--- src/rtl/bcn_pkg.sv ---
// Shared types, constants and endpoint helpers for the BC1..BC5 texel decoder.
// No dependencies; every other file in rtl/ imports this package.
`default_nettype none

package bcn_pkg;

    // Block format codes held in the configuration register
    typedef enum logic [2:0] {
        FMT_BC1   = 3'd0,
        FMT_BC2   = 3'd1,
        FMT_BC3   = 3'd2,
        FMT_BC4U  = 3'd3,
        FMT_BC4S  = 3'd4,
        FMT_BC5U  = 3'd5,
        FMT_BC5S  = 3'd6
    } t_fmt;

    // Color channel operation chosen in the first arithmetic stage
    typedef enum logic [1:0] {
        CM_PASS,
        CM_DIV3,
        CM_HALF,
        CM_ZERO
    } t_cmode;

    // Single-channel ramp operation chosen in the first arithmetic stage
    typedef enum logic [2:0] {
        RM_PASS,
        RM_DIV7,
        RM_DIV5,
        RM_LO,
        RM_HI
    } t_rmode;

    // Reciprocals: floor(n*K >> S) equals floor(n/d) over the numerator ranges used
    localparam logic [9:0]  RECIP3       = 10'd683;
    localparam int          RECIP3_SHIFT = 11;
    localparam logic [11:0] RECIP7       = 12'd2341;
    localparam logic [11:0] RECIP5       = 12'd3277;
    localparam int          RECIP_SHIFT  = 14;

    localparam logic [7:0]  BYTE_MAX     = 8'hFF;
    localparam logic [7:0]  SIGN_FLIP    = 8'h80;

    typedef struct packed {
        logic [15:0] c0;
        logic [15:0] c1;
        logic [1:0]  sel;
        logic        four;
    } t_color_in;

    typedef struct packed {
        logic [7:0] u0;
        logic [7:0] u1;
        logic [2:0] code;
        logic       sgn;
    } t_ramp_in;

    // Per-texel data that rides alongside the arithmetic units
    typedef struct packed {
        t_fmt       fmt;
        logic [3:0] idx;
        logic       last;
        logic [3:0] nib;
    } t_side;

    typedef struct packed {
        t_side      side;
        t_color_in  color;
        t_ramp_in   ramp0;
        t_ramp_in   ramp1;
    } t_s1;

    typedef struct packed {
        logic [7:0] red;
        logic [7:0] green;
        logic [7:0] blue;
        logic [7:0] alpha;
        logic [3:0] idx;
        logic       last;
    } t_texel;

    // 565 endpoint widening by top-bit replication
    function automatic logic [7:0] wide_r(input logic [15:0] c);
        return {c[15:11], c[15:13]};
    endfunction

    function automatic logic [7:0] wide_g(input logic [15:0] c);
        return {c[10:5], c[10:9]};
    endfunction

    function automatic logic [7:0] wide_b(input logic [15:0] c);
        return {c[4:0], c[4:2]};
    endfunction

endpackage

`default_nettype wire

--- src/rtl/bcn_fetch.sv ---
// Block holding register, texel counter and per-texel field extraction (stage 1).
// Depends on bcn_pkg.
`default_nettype none

module bcn_fetch
    import bcn_pkg::*;
(
    input  wire logic        i_clk,
    input  wire logic        i_rst_n,
    input  wire logic        i_en,
    input  wire t_fmt        i_fmt,
    input  wire logic        i_in_valid,
    output logic             o_in_ready,
    input  wire logic [63:0] i_blk_lo,
    input  wire logic [63:0] i_blk_hi,
    output logic             o_s1_valid,
    output t_s1              o_s1
);

    logic [63:0] r_blk_lo;
    logic [63:0] r_blk_hi;
    logic [3:0]  r_cnt;
    logic        r_busy;
    logic        r_s1_valid;
    t_s1         r_s1;
    t_s1         n_s1;

    logic        w_issue;
    logic        w_take;
    logic [63:0] w_cword;
    logic [5:0]  w_sel_pos;
    logic [5:0]  w_code_pos;
    logic [5:0]  w_nib_pos;

    assign w_issue    = r_busy && i_en;
    assign o_in_ready = !r_busy || (w_issue && (r_cnt == 4'hF));
    assign w_take     = i_in_valid && o_in_ready;

    always_comb begin
        w_cword    = (i_fmt == FMT_BC1) ? r_blk_lo : r_blk_hi;
        w_sel_pos  = 6'd32 + {1'b0, r_cnt, 1'b0};
        w_code_pos = 6'd16 + {1'b0, r_cnt, 1'b0} + {2'b00, r_cnt};
        w_nib_pos  = {r_cnt, 2'b00};

        n_s1.side.fmt  = i_fmt;
        n_s1.side.idx  = r_cnt;
        n_s1.side.last = (r_cnt == 4'hF);
        n_s1.side.nib  = r_blk_lo[w_nib_pos +: 4];

        n_s1.color.c0   = w_cword[15:0];
        n_s1.color.c1   = w_cword[31:16];
        n_s1.color.sel  = w_cword[w_sel_pos +: 2];
        // Only BC1 drops to three-color mode on ordered endpoints
        n_s1.color.four = (i_fmt != FMT_BC1) || (w_cword[15:0] > w_cword[31:16]);

        n_s1.ramp0.u0   = r_blk_lo[7:0];
        n_s1.ramp0.u1   = r_blk_lo[15:8];
        n_s1.ramp0.code = r_blk_lo[w_code_pos +: 3];
        n_s1.ramp0.sgn  = (i_fmt == FMT_BC4S) || (i_fmt == FMT_BC5S);

        n_s1.ramp1.u0   = r_blk_hi[7:0];
        n_s1.ramp1.u1   = r_blk_hi[15:8];
        n_s1.ramp1.code = r_blk_hi[w_code_pos +: 3];
        n_s1.ramp1.sgn  = (i_fmt == FMT_BC5S);
    end

    always_ff @(posedge i_clk) begin
        if (!i_rst_n) begin
            r_busy     <= 1'b0;
            r_cnt      <= 4'h0;
            r_s1_valid <= 1'b0;
        end else begin
            if (i_en) begin
                r_s1_valid <= r_busy;
            end
            if (w_take) begin
                r_busy <= 1'b1;
                r_cnt  <= 4'h0;
            end else if (w_issue) begin
                r_cnt <= r_cnt + 4'h1;
                if (r_cnt == 4'hF) begin
                    r_busy <= 1'b0;
                end
            end
        end
    end

    always_ff @(posedge i_clk) begin
        if (w_take) begin
            r_blk_lo <= i_blk_lo;
            r_blk_hi <= i_blk_hi;
        end
        if (w_issue) begin
            r_s1 <= n_s1;
        end
    end

    assign o_s1_valid = r_s1_valid;
    assign o_s1       = r_s1;

endmodule

`default_nettype wire

--- src/rtl/bcn_color.sv ---
// Two-stage RGB endpoint interpolation for the 565 color half of BC1/BC2/BC3.
// Depends on bcn_pkg.
`default_nettype none

module bcn_color
    import bcn_pkg::*;
(
    input  wire logic      i_clk,
    input  wire logic      i_en,
    input  wire t_color_in i_color,
    output logic [7:0]     o_red,
    output logic [7:0]     o_green,
    output logic [7:0]     o_blue,
    output logic           o_clear
);

    logic [7:0]  w_e0 [3];
    logic [7:0]  w_e1 [3];
    logic [9:0]  n_num [3];
    t_cmode      n_mode;
    logic        n_clear;

    logic [9:0]  r_num [3];
    t_cmode      r_mode;
    logic        r_clear;

    logic [19:0] w_prod [3];
    logic [7:0]  n_val [3];
    logic [7:0]  r_val [3];
    logic        r_clear2;

    always_comb begin
        w_e0[0] = wide_r(i_color.c0);
        w_e0[1] = wide_g(i_color.c0);
        w_e0[2] = wide_b(i_color.c0);
        w_e1[0] = wide_r(i_color.c1);
        w_e1[1] = wide_g(i_color.c1);
        w_e1[2] = wide_b(i_color.c1);
        n_clear = 1'b0;
        case (i_color.sel)
            2'd0:    n_mode = CM_PASS;
            2'd1:    n_mode = CM_PASS;
            2'd2:    n_mode = i_color.four ? CM_DIV3 : CM_HALF;
            default: begin
                n_mode  = i_color.four ? CM_DIV3 : CM_ZERO;
                n_clear = !i_color.four;
            end
        endcase
        for (int k = 0; k < 3; k++) begin
            case (i_color.sel)
                2'd0:    n_num[k] = {2'b00, w_e0[k]};
                2'd1:    n_num[k] = {2'b00, w_e1[k]};
                2'd2:    n_num[k] = i_color.four
                                  ? {1'b0, w_e0[k], 1'b0} + {2'b00, w_e1[k]}
                                  : {2'b00, w_e0[k]} + {2'b00, w_e1[k]};
                default: n_num[k] = {2'b00, w_e0[k]} + {1'b0, w_e1[k], 1'b0};
            endcase
        end
    end

    always_comb begin
        for (int k = 0; k < 3; k++) begin
            w_prod[k] = r_num[k] * RECIP3;
            case (r_mode)
                CM_PASS: n_val[k] = r_num[k][7:0];
                CM_DIV3: n_val[k] = 8'(w_prod[k] >> RECIP3_SHIFT);
                CM_HALF: n_val[k] = r_num[k][8:1];
                default: n_val[k] = 8'h00;
            endcase
        end
    end

    always_ff @(posedge i_clk) begin
        if (i_en) begin
            r_num    <= n_num;
            r_mode   <= n_mode;
            r_clear  <= n_clear;
            r_val    <= n_val;
            r_clear2 <= r_clear;
        end
    end

    assign o_red   = r_val[0];
    assign o_green = r_val[1];
    assign o_blue  = r_val[2];
    assign o_clear = r_clear2;

endmodule

`default_nettype wire

--- src/rtl/bcn_ramp.sv ---
// Two-stage single-channel 3-bit ramp decode (BC3 alpha, BC4, BC5 channels).
// Depends on bcn_pkg.
`default_nettype none

module bcn_ramp
    import bcn_pkg::*;
(
    input  wire logic     i_clk,
    input  wire logic     i_en,
    input  wire t_ramp_in i_ramp,
    output logic [7:0]    o_value
);

    logic signed [12:0] w_a0;
    logic signed [12:0] w_a1;
    logic signed [12:0] w_w0;
    logic signed [12:0] w_w1;
    logic signed [12:0] w_num;
    logic               w_gt;
    logic [3:0]         w_wt0;
    logic [3:0]         w_wt1;

    t_rmode             n_mode;
    logic [10:0]        n_mag;
    logic               n_neg;
    t_rmode             r_mode;
    logic [10:0]        r_mag;
    logic               r_neg;
    logic               r_sgn;

    logic [22:0]        w_prod;
    logic [7:0]         w_q;
    logic [7:0]         w_v;
    logic [7:0]         n_value;
    logic [7:0]         r_value;

    always_comb begin
        // Endpoints as 13-bit two's complement, sign-extended for signed formats
        w_a0 = i_ramp.sgn ? 13'(signed'(i_ramp.u0)) : {5'b0, i_ramp.u0};
        w_a1 = i_ramp.sgn ? 13'(signed'(i_ramp.u1)) : {5'b0, i_ramp.u1};
        w_gt = w_a0 > w_a1;
        w_wt0 = w_gt ? (4'd8 - {1'b0, i_ramp.code}) : (4'd6 - {1'b0, i_ramp.code});
        w_wt1 = {1'b0, i_ramp.code} - 4'd1;
        w_w0  = {9'b0, w_wt0};
        w_w1  = {9'b0, w_wt1};
        w_num = w_a0 * w_w0 + w_a1 * w_w1;
        n_neg = 1'b0;
        n_mag = 11'(unsigned'(w_num[12] ? -w_num : w_num));
        if (i_ramp.code == 3'd0) begin
            n_mode = RM_PASS;
            n_mag  = {3'b000, i_ramp.u0};
        end else if (i_ramp.code == 3'd1) begin
            n_mode = RM_PASS;
            n_mag  = {3'b000, i_ramp.u1};
        end else if (w_gt) begin
            n_mode = RM_DIV7;
            n_neg  = w_num[12];
        end else if (i_ramp.code < 3'd6) begin
            n_mode = RM_DIV5;
            n_neg  = w_num[12];
        end else if (i_ramp.code == 3'd6) begin
            n_mode = RM_LO;
        end else begin
            n_mode = RM_HI;
        end
    end

    always_comb begin
        w_prod = r_mag * ((r_mode == RM_DIV7) ? RECIP7 : RECIP5);
        w_q    = (r_mode == RM_PASS) ? r_mag[7:0] : 8'(w_prod >> RECIP_SHIFT);
        // Truncate toward zero: divide the magnitude, then restore the sign
        w_v    = r_neg ? (8'h00 - w_q) : w_q;
        case (r_mode)
            RM_PASS: n_value = w_v ^ (r_sgn ? SIGN_FLIP : 8'h00);
            RM_DIV7: n_value = w_v ^ (r_sgn ? SIGN_FLIP : 8'h00);
            RM_DIV5: n_value = w_v ^ (r_sgn ? SIGN_FLIP : 8'h00);
            RM_LO:   n_value = 8'h00;
            default: n_value = BYTE_MAX;
        endcase
    end

    always_ff @(posedge i_clk) begin
        if (i_en) begin
            r_mode  <= n_mode;
            r_mag   <= n_mag;
            r_neg   <= n_neg;
            r_sgn   <= i_ramp.sgn;
            r_value <= n_value;
        end
    end

    assign o_value = r_value;

endmodule

`default_nettype wire

--- src/rtl/bcn_block_texel_decoder.sv ---
// Top level of the BC1..BC5 texel decoder: format register, pipeline control,
// channel assembly and output register. Depends on bcn_pkg, bcn_fetch, bcn_color, bcn_ramp.
//
// Usage:
//   Slave stream (i_s_axis_*): one transaction carries one 16-byte compressed block,
//   bytes 0..7 in tdata[63:0] and bytes 8..15 in tdata[127:64], little endian.
//   Master stream (o_m_axis_*): sixteen transactions per block, one texel each, in
//   row order; tlast marks texel 15.
//   Config channel (i_cfg_*): writes the 3-bit block format. Write it only while no
//   block is in flight; o_cfg_ready is always high.
// Latency and throughput:
//   The first texel of a block passes the block holder, the stage-1 register, the two
//   arithmetic stages and the output register before it reaches the master side. One
//   texel leaves per cycle while the receiver accepts; the fetch-stage texel counter
//   steps through the sixteen texels. The next block is taken in the same cycle the last
//   texel of the current one is issued, so blocks stream back to back with no gap.
// Reset (synchronous, active low) clears the format to BC1, drops every valid bit
// and empties the block holder. When the receiver stalls, the whole pipeline
// holds in place; nothing is dropped or repeated.
`default_nettype none

module bcn_block_texel_decoder
    import bcn_pkg::*;
(
    input  wire logic         i_clk,
    input  wire logic         i_rst_n,

    input  wire logic         i_cfg_valid,
    output logic              o_cfg_ready,
    input  wire logic [2:0]   i_cfg_data,      // block_format

    input  wire logic         i_s_axis_tvalid,
    output logic              o_s_axis_tready,
    input  wire logic [127:0] i_s_axis_tdata,  // [63:0] block_low, [127:64] block_high

    output logic              o_m_axis_tvalid,
    input  wire logic         i_m_axis_tready,
    output logic [39:0]       o_m_axis_tdata,  // [7:0] red, [15:8] green, [23:16] blue,
                                               // [31:24] alpha, [35:32] texel_index, rest 0
    output logic              o_m_axis_tlast   // last_texel
);

    t_fmt       r_fmt;
    logic       w_en;

    logic       w_s1_valid;
    t_s1        w_s1;

    logic       r_s2_valid;
    t_side      r_s2_side;
    logic       r_s3_valid;
    t_side      r_s3_side;

    logic [7:0] w_red;
    logic [7:0] w_green;
    logic [7:0] w_blue;
    logic       w_clear;
    logic [7:0] w_ramp0;
    logic [7:0] w_ramp1;

    t_texel     n_out;
    t_texel     r_out;
    logic       r_out_valid;

    // Advance every stage unless a finished texel is stuck at the output
    assign w_en = !r_out_valid || i_m_axis_tready;

    assign o_cfg_ready = 1'b1;

    always_ff @(posedge i_clk) begin
        if (!i_rst_n) begin
            r_fmt <= FMT_BC1;
        end else if (i_cfg_valid) begin
            r_fmt <= t_fmt'(i_cfg_data);
        end
    end

    bcn_fetch u_fetch (
        .i_clk      (i_clk),
        .i_rst_n    (i_rst_n),
        .i_en       (w_en),
        .i_fmt      (r_fmt),
        .i_in_valid (i_s_axis_tvalid),
        .o_in_ready (o_s_axis_tready),
        .i_blk_lo   (i_s_axis_tdata[63:0]),
        .i_blk_hi   (i_s_axis_tdata[127:64]),
        .o_s1_valid (w_s1_valid),
        .o_s1       (w_s1)
    );

    bcn_color u_color (
        .i_clk   (i_clk),
        .i_en    (w_en),
        .i_color (w_s1.color),
        .o_red   (w_red),
        .o_green (w_green),
        .o_blue  (w_blue),
        .o_clear (w_clear)
    );

    // Channel from block bytes 0..7: BC3 alpha, BC4 grey, BC5 red
    bcn_ramp u_ramp0 (
        .i_clk   (i_clk),
        .i_en    (w_en),
        .i_ramp  (w_s1.ramp0),
        .o_value (w_ramp0)
    );

    // Channel from block bytes 8..15: BC5 green
    bcn_ramp u_ramp1 (
        .i_clk   (i_clk),
        .i_en    (w_en),
        .i_ramp  (w_s1.ramp1),
        .o_value (w_ramp1)
    );

    // Assemble the texel from the unit results according to the carried format
    always_comb begin
        n_out.idx   = r_s3_side.idx;
        n_out.last  = r_s3_side.last;
        n_out.red   = 8'h00;
        n_out.green = 8'h00;
        n_out.blue  = 8'h00;
        n_out.alpha = 8'h00;
        case (r_s3_side.fmt)
            FMT_BC1: begin
                n_out.red   = w_red;
                n_out.green = w_green;
                n_out.blue  = w_blue;
                n_out.alpha = w_clear ? 8'h00 : BYTE_MAX;
            end
            FMT_BC2: begin
                n_out.red   = w_red;
                n_out.green = w_green;
                n_out.blue  = w_blue;
                n_out.alpha = {r_s3_side.nib, r_s3_side.nib};
            end
            FMT_BC3: begin
                n_out.red   = w_red;
                n_out.green = w_green;
                n_out.blue  = w_blue;
                n_out.alpha = w_ramp0;
            end
            FMT_BC4U, FMT_BC4S: begin
                n_out.red   = w_ramp0;
                n_out.green = w_ramp0;
                n_out.blue  = w_ramp0;
                n_out.alpha = BYTE_MAX;
            end
            FMT_BC5U, FMT_BC5S: begin
                n_out.red   = w_ramp0;
                n_out.green = w_ramp1;
                n_out.alpha = BYTE_MAX;
            end
            default: begin
                // Unused format code: emit black with zero alpha
                n_out.alpha = 8'h00;
            end
        endcase
    end

    always_ff @(posedge i_clk) begin
        if (!i_rst_n) begin
            r_s2_valid  <= 1'b0;
            r_s3_valid  <= 1'b0;
            r_out_valid <= 1'b0;
        end else if (w_en) begin
            r_s2_valid  <= w_s1_valid;
            r_s3_valid  <= r_s2_valid;
            r_out_valid <= r_s3_valid;
        end
    end

    always_ff @(posedge i_clk) begin
        if (w_en) begin
            r_s2_side <= w_s1.side;
            r_s3_side <= r_s2_side;
            r_out     <= n_out;
        end
    end

    assign o_m_axis_tvalid = r_out_valid;
    assign o_m_axis_tdata  = {4'h0, r_out.idx, r_out.alpha, r_out.blue, r_out.green, r_out.red};
    assign o_m_axis_tlast  = r_out.last;

endmodule

`default_nettype wire
--- config.mk ---
export PLATFORM = sky130hd
export DESIGN_NAME = bcn_block_texel_decoder
export DESIGN_NICKNAME = d
export VERILOG_FILES = /design/src/rtl/bcn_pkg.sv /design/src/rtl/bcn_fetch.sv /design/src/rtl/bcn_color.sv /design/src/rtl/bcn_ramp.sv /design/src/rtl/bcn_block_texel_decoder.sv
export SDC_FILE = /design/constraint.sdc
export NUM_CORES = 2
export LEC_CHECK = 0
export ABC_AREA = 1
export BUFFER_PORTS_ARGS = -buffer_cell sky130_fd_sc_hd__buf_2
export CAP_MARGIN = 10
export CORE_ASPECT_RATIO = 0.5
export CORE_MARGIN = 2
export CORE_UTILIZATION = 56
export DETAILED_ROUTE_END_ITERATION = 10
export PLACE_DENSITY = 0.74
export SETUP_SLACK_MARGIN = 0.02
export SYNTH_ARGS = -nofsm -noshare
export SYNTH_HDL_FRONTEND = slang
export SYNTH_SLANG_ARGS = --single-unit
--- constraint.sdc ---
create_clock -name i_clk -period 20.3 [get_ports i_clk]
set_input_delay 3.045 -clock i_clk [delete_from_list [all_inputs] [get_ports i_clk]]
set_output_delay 3.045 -clock i_clk [all_outputs]
set_load 0.02 [all_outputs]
## Word-level counts from Yosys, hierarchy flattened

Cells that the tools add are included.

| word-level totals | value |
|---|---|
| register bits | 394 |
| latch bits | 0 |
| bits in writable memories | 0 |
| ROM bits | 0 |
| bits of input ports | 136 |
| word-level logic and storage cells | 222 |
| memories kept | 0 |

| operators by class | value |
|---|---|
| $add $sub $neg | 25 |
| $mul | 9 |
| divide/modulo/power cells | 0 |
| $lt $le $gt $ge | 5 |
| equal/unequal tests | 23 |
| shift operators | 4 |
| multiplexer cells | 52 |
| bitwise gates (word level) | 3 |
| reductions and logical operators | 37 |

Operators with widths:

| cell | number |
|---|---|
| 64-bit by 7-bit indexed part select with 3-bit output | 2 |
| 10-bit case mux with 3 select lines | 3 |
| 8-bit two-way mux | 11 |
| 8-bit case mux with 3 select lines | 3 |
| 64-bit two-way mux | 1 |
| 64-bit by 7-bit indexed part select with 2-bit output | 1 |
| 64-bit by 7-bit indexed part select with 4-bit output | 1 |
| 10-bit by 10-bit multiplier with 19-bit output, second input constant | 3 |
| 13-bit by 5-bit multiplier with 13-bit output | 4 |
| 13-bit two-way mux | 4 |
| 16-bit case mux with 3 select lines | 1 |
| 8-bit case mux with 2 select lines | 3 |
| 11-bit by 23-bit multiplier with 22-bit output | 2 |
| 11-bit two-way mux | 4 |
| 8-bit case mux with 4 select lines | 1 |
| 8-bit by 9-bit adder with 10-bit output | 3 |
| 9-bit by 8-bit adder with 10-bit output | 3 |
| 10-bit two-way mux | 3 |
| 8-bit by 8-bit adder with 9-bit output | 3 |
| 13-bit adder | 2 |
| 13-bit > comparator | 2 |
| 11-bit negation | 2 |
| 3-bit == test, second input constant | 7 |
| 3-bit by 2-bit == test with 1-bit output, second input constant | 6 |
| other kinds (32) | 83 |

## Longest topological paths before layout

| logic depth | value |
|---|---|
| depth in word-level cells | 9 |
| depth in mapped cells | 40 |
| mapped depth without buffers | 40 |

## By module

A second synthesis with hierarchy kept.

| second synthesis, totals | value |
|---|---|
| cell total of the unflattened synthesis | 5163 |
| area total of the unflattened synthesis | 41473.5 um^2 |

Modules (own cells, without submodules):

| module | times used | cells each | area each (um^2) | seq. area each (um^2) |
|---|---|---|---|---|
| bcn_fetch | 1 | 1372 | 11771.3 | 6576.3 |
| bcn_color | 1 | 1512 | 11345.9 | 1741.7 |
| bcn_ramp at u_ramp1 | 1 | 1032 | 7801.2 | 720.7 |
| bcn_ramp at u_ramp0 | 1 | 1023 | 7770.0 | 720.7 |
| bcn_block_texel_decoder | 1 | 224 | 2785.2 | 1951.9 |

## Worst setup path before layout

Ideal clock, no wire load.

| path | value |
|---|---|
| path type | input to register |
| start point | input port i_m_axis_tready |
| end point | register u_fetch.r_blk_hi[0], enable pin |
| library setup time | 616 ps |
| arrival time | 12308 ps |
| required time | 19684 ps |
| path slack | 7376 ps |
| cell stages on the path | 4 |
| buffers on the path | 0 |
| path through | nor2_1 inv_1 a21oi_1 nor2_1 |

| between the ends | value |
|---|---|
| word-level cells in the longest chain between the ends | 5 |

RTL lines:

| what | line | text |
|---|---|---|
| from (decl) | bcn_block_texel_decoder.sv:37 | `input wire logic i_m_axis_tready,` |
| 1-bit logical OR | bcn_block_texel_decoder.sv:66 | `assign w_en = !r_out_valid \|\| i_m_axis_tready;` |
| 1-bit logical AND | bcn_fetch.sv:35 | `assign w_issue = r_busy && i_en;` |
| 1-bit logical AND | bcn_fetch.sv:36 | `assign o_in_ready = !r_busy \|\| (w_issue && (r_cnt == 4'hF));` |
| 1-bit logical OR | bcn_fetch.sv:36 |  |
| 1-bit logical AND | bcn_fetch.sv:37 | `assign w_take = i_in_valid && o_in_ready;` |
| net u_fetch.w_take | bcn_fetch.sv:29 | `logic w_take;` |
| to (signal assigned) | bcn_fetch.sv:91 | `r_blk_hi <= i_blk_hi;` |
| to (decl) | bcn_fetch.sv:21 | `logic [63:0] r_blk_hi;` |

The timed path passes the listed nets, and every way through them passes these cells.
A chain may end at the register's enable or synchronous reset.

## Final worst setup path

| path | value |
|---|---|
| start point | input port i_m_axis_tready |
| end point | output port o_s_axis_tready |

| between the ends | value |
|---|---|
| word-level cells in the longest chain between the ends | 4 |

RTL lines:

| what | line | text |
|---|---|---|
| 1-bit logical OR | bcn_block_texel_decoder.sv:66 |  |
| 1-bit logical AND | bcn_fetch.sv:35 |  |
| 1-bit logical AND | bcn_fetch.sv:36 |  |
| 1-bit logical OR | bcn_fetch.sv:36 |  |
| to (decl) | bcn_block_texel_decoder.sv:33 | `output logic o_s_axis_tready,` |

No other way between the ends.

==> metrics.md <==
| Metric | Value |
|---|---|
| Number of fill cells | `5919` |
| Post-Syn Area | `between 30000 and 40000 sq um` |
| Die Width | `about 380 um` |
| Final ANT Viol Nets | `0` |
| Io pins | `180` |
| Slew margin rel. | `16.5%` |
| WP buf/inv | `4` |
| Multi-input logic area | `23900 sq um` |
| H-tree depth | `2` |
| Syn_area_per_cell | `~8.5 sq um` |
| Post-Syn Instances | `4622` |
| Async S/R FF share, synth | `0%` |
| Most common cell in the synthesized netlist | `nand2_1` |
| Post_cts resized | `0` |
| Register area | `about 12000 sq um` |
| First-pass GRT wire length | `165 mm` |
| CP Max Fanout | `35` |
| Drt initial violations | `3235` |
| Clk sinks | `394` |
| Setup Viol. Count Final | `0` |
| Critical Path, Cell by Cell | `buf_2, nor2_1, inv_6, a21oi_1, inv_1, buf_2` |
| Routability congestion estimate | `0.974` |
| Clk buf depth | `3` |
| Max stage delay on crit path | `0.50 ns` |
| DRT Pass-1 Iters | `6` |
| TritonCTS Buffers | `39` |
| MaxCap Viol Count | `0` |
| CP arrival | `4.54 ns` |
| Grt ovf | `0` |
| Largest delay share family, worst path | `buffers and inverters` |
| Drt total wl | `104 mm` |
| Critical path's slowest cell | `nor2_1` |
| Ys Warns | `0` |
| Yosys top cell area share | `29.2%` |
| Post-CTS Hold Buffers | `0` |
| Crit path time final | `7.58 ns` |
| Hold WC Path Type | `register to register` |
| Root Buffer | `clkbuf_16` |
| RSZ-0062 raised after global routing | `no` |
| Clk pin slew, worst setup/hold paths | `0.06 ns` |
| Initial Utilization | `56.8%` |
| CP Launch Type | `input pin` |
| TritonCTS clock tree | `done` |
| Leading cell types by count after synthesis | `nand2_1, inv_1, ha_1, edfxtp_1, nor2_1` |
| Seq cells post-synth | `394` |
| Die footprint | `72400 sq um` |
| Antenna cells | `0` |
| Seq/Total Area, Yosys | `between 20% and 30%` |
| GRT Total Usage | `29.0%` |
| Largest area contributor in the netlist | `edfxtp_1` |
| Dominant synthesized flop cell | `edfxtp_1` |
| Setup crit end kind | `output port` |
| Vias per inst | `~5.6` |
| Postcts setup bufs | `0` |
| Crit path kind | `input pin to output port` |
| Tcrit/Tclk final | `a little under two fifths` |
| Cell mode on critical path | `buf_2` |
| Critical path depth in cells | `6` |
| Core Footprint | `69200 sq um` |
| Slew Limit Fails | `0` |
| R2R depth | `30` |
| NumNets Final | `5674` |
| Die height | `191 um` |
| Area contributors post-synth | `edfxtp_1, ha_1, fa_1` |
| Clock Latency Late Sink | `0.59 ns` |
| Antenna violations before repair | `1` |
| DP Wirelength | `approximately 84 mm` |
| Setup TNS | `0 ns` |
| Final clock skew | `0.0210 ns` |
| Outcome | `finished clean` |
| WL per Instance | `18.1 um` |
| Fmax | `about 130 MHz` |
| Final Hold Viols | `0` |
| Req. time, crit path | `17.26 ns` |
| DRC viols | `0` |
| EDFF count, synth | `~380` |
| Share of cells above drive strength 1 | `6.68%` |
| FP Rows | `68` |
| Netlist cell types | `68` |
| Area Overhead vs Synth | `7.93%` |
| Vias in the first global route | `31100` |
| DR vias | `32300` |
| Pin slew with the least headroom to its limit | `1.25 ns` |
| Port bufs | `roughly 170` |
| Hold path cells | `0` |
| Largest net degree at the start of global routing | `86` |
## cells in the final DEF (no fill, tap or decap), types with 7 or more instances in the layout
master | netlist | routed
nand3b_1 | 13 | 13
clkinv_1 | 3 | 8
inv_1 | 855 | 854
nor3b_1 | 8 | 8
o211ai_1 | 31 | 31
a22o_1 | 10 | 10
a21o_1 | 14 | 14
a221oi_1 | 12 | 12
nor3_1 | 34 | 34
or2_2 | 24 | 24
nand2_1 | 890 | 890
edfxtp_1 | 382 | 382
o311ai_0 | 14 | 14
conb_1 | 2 | 31
ha_1 | 490 | 489
a31oi_1 | 40 | 40
a21oi_1 | 245 | 244
buf_4 | 7 | 21
o21ai_1 | 22 | 22
a21boi_0 | 12 | 12
o221ai_1 | 21 | 21
o21ai_0 | 240 | 240
o2111ai_1 | 14 | 14
nand3_1 | 221 | 221
xor2_1 | 41 | 40
o22ai_1 | 7 | 7
buf_2 | 16 | 174
nand4_1 | 29 | 29
nor2_1 | 378 | 375
dfxtp_1 | 12 | 11
o21bai_1 | 29 | 29
xnor2_1 | 35 | 35
clkbuf_16 | 0 | 39
clkinv_2 | 0 | 10
inv_2 | 7 | 7
fa_1 | 285 | 285
## cells by family after synthesis
group	count (synthesis)	synth area share, %
other cells	2	0.0191
mux	4	0.102
fa+ha+maj	775	30.1
compound gates	754	11.4
flops	394	29.8
buf+inv	991	9.62
xor+xnor	81	1.90
simple gates	1621	17.1
## worst paths after layout
kind,endpoint,slack (ns),start
worst max-delay path,o_s_axis_tready,12.72,i_m_axis_tready
worst min-delay path,o_m_axis_tdata[33],0.42,n_out[2]
worst max register to register,u_ramp1.r_mag[10],12.89,u_fetch.o_s1[16]
worst min register to register,o_m_axis_tdata[33],0.42,n_out[2]
## metrics by stage
stage / hold WS [ns] / util, % / setup WS, ns / instance area [sq um] / cells
floorplan: 0.400 / - / 7.38 / 39400 / 4651
global placement: 0.402 / 59.5 / 12.76 / 41100 / 5667
detailed placement: 0.405 / 59.5 / 12.72 / 41100 / 5667
CTS: 0.416 / 61.3 / 12.72 / 42400 / 5739
global route: 0.421 / 61.3 / 12.40 / 42400 / 5739
finish: 0.418 / 61.3 / 12.72 / 42400 / 5739
## flip-flops by register name, summed over array words and instances (netlist names), 11 cells and up
name and cells:
u_ramp1.r_mag 11, u_ramp0.r_mag 11, o_m_axis_tdata 36, r_s2_side 12, u_fetch.r_blk_hi 64, u_fetch.o_s1 87, u_color.r_num 30, u_fetch.r_blk_lo 64
## layer usage
layer	vias up	GRT usage [%]	part of all wire, %
li1	15500	-	-
met1	15300	41.5	44
met2	1368	45.3	44
met3	164	5.97	9.5
met4	2	6.90	2.3
met5	-	0	0.013
## cell type report
class / count / area share, %
repair buffers: 195 / 2.43
multi-input cells: 3266 / 56.5
clock buffers: 43 / 2.34
flip-flops and latches: 394 / 27.6
clock inverters: 29 / 0.658
well taps: 945 / 2.79
inverters: 867 / 7.70
Power is left out: the tool's default activity adds up to more than one toggle a clock period on the data nets, which glitch-free logic cannot reach.
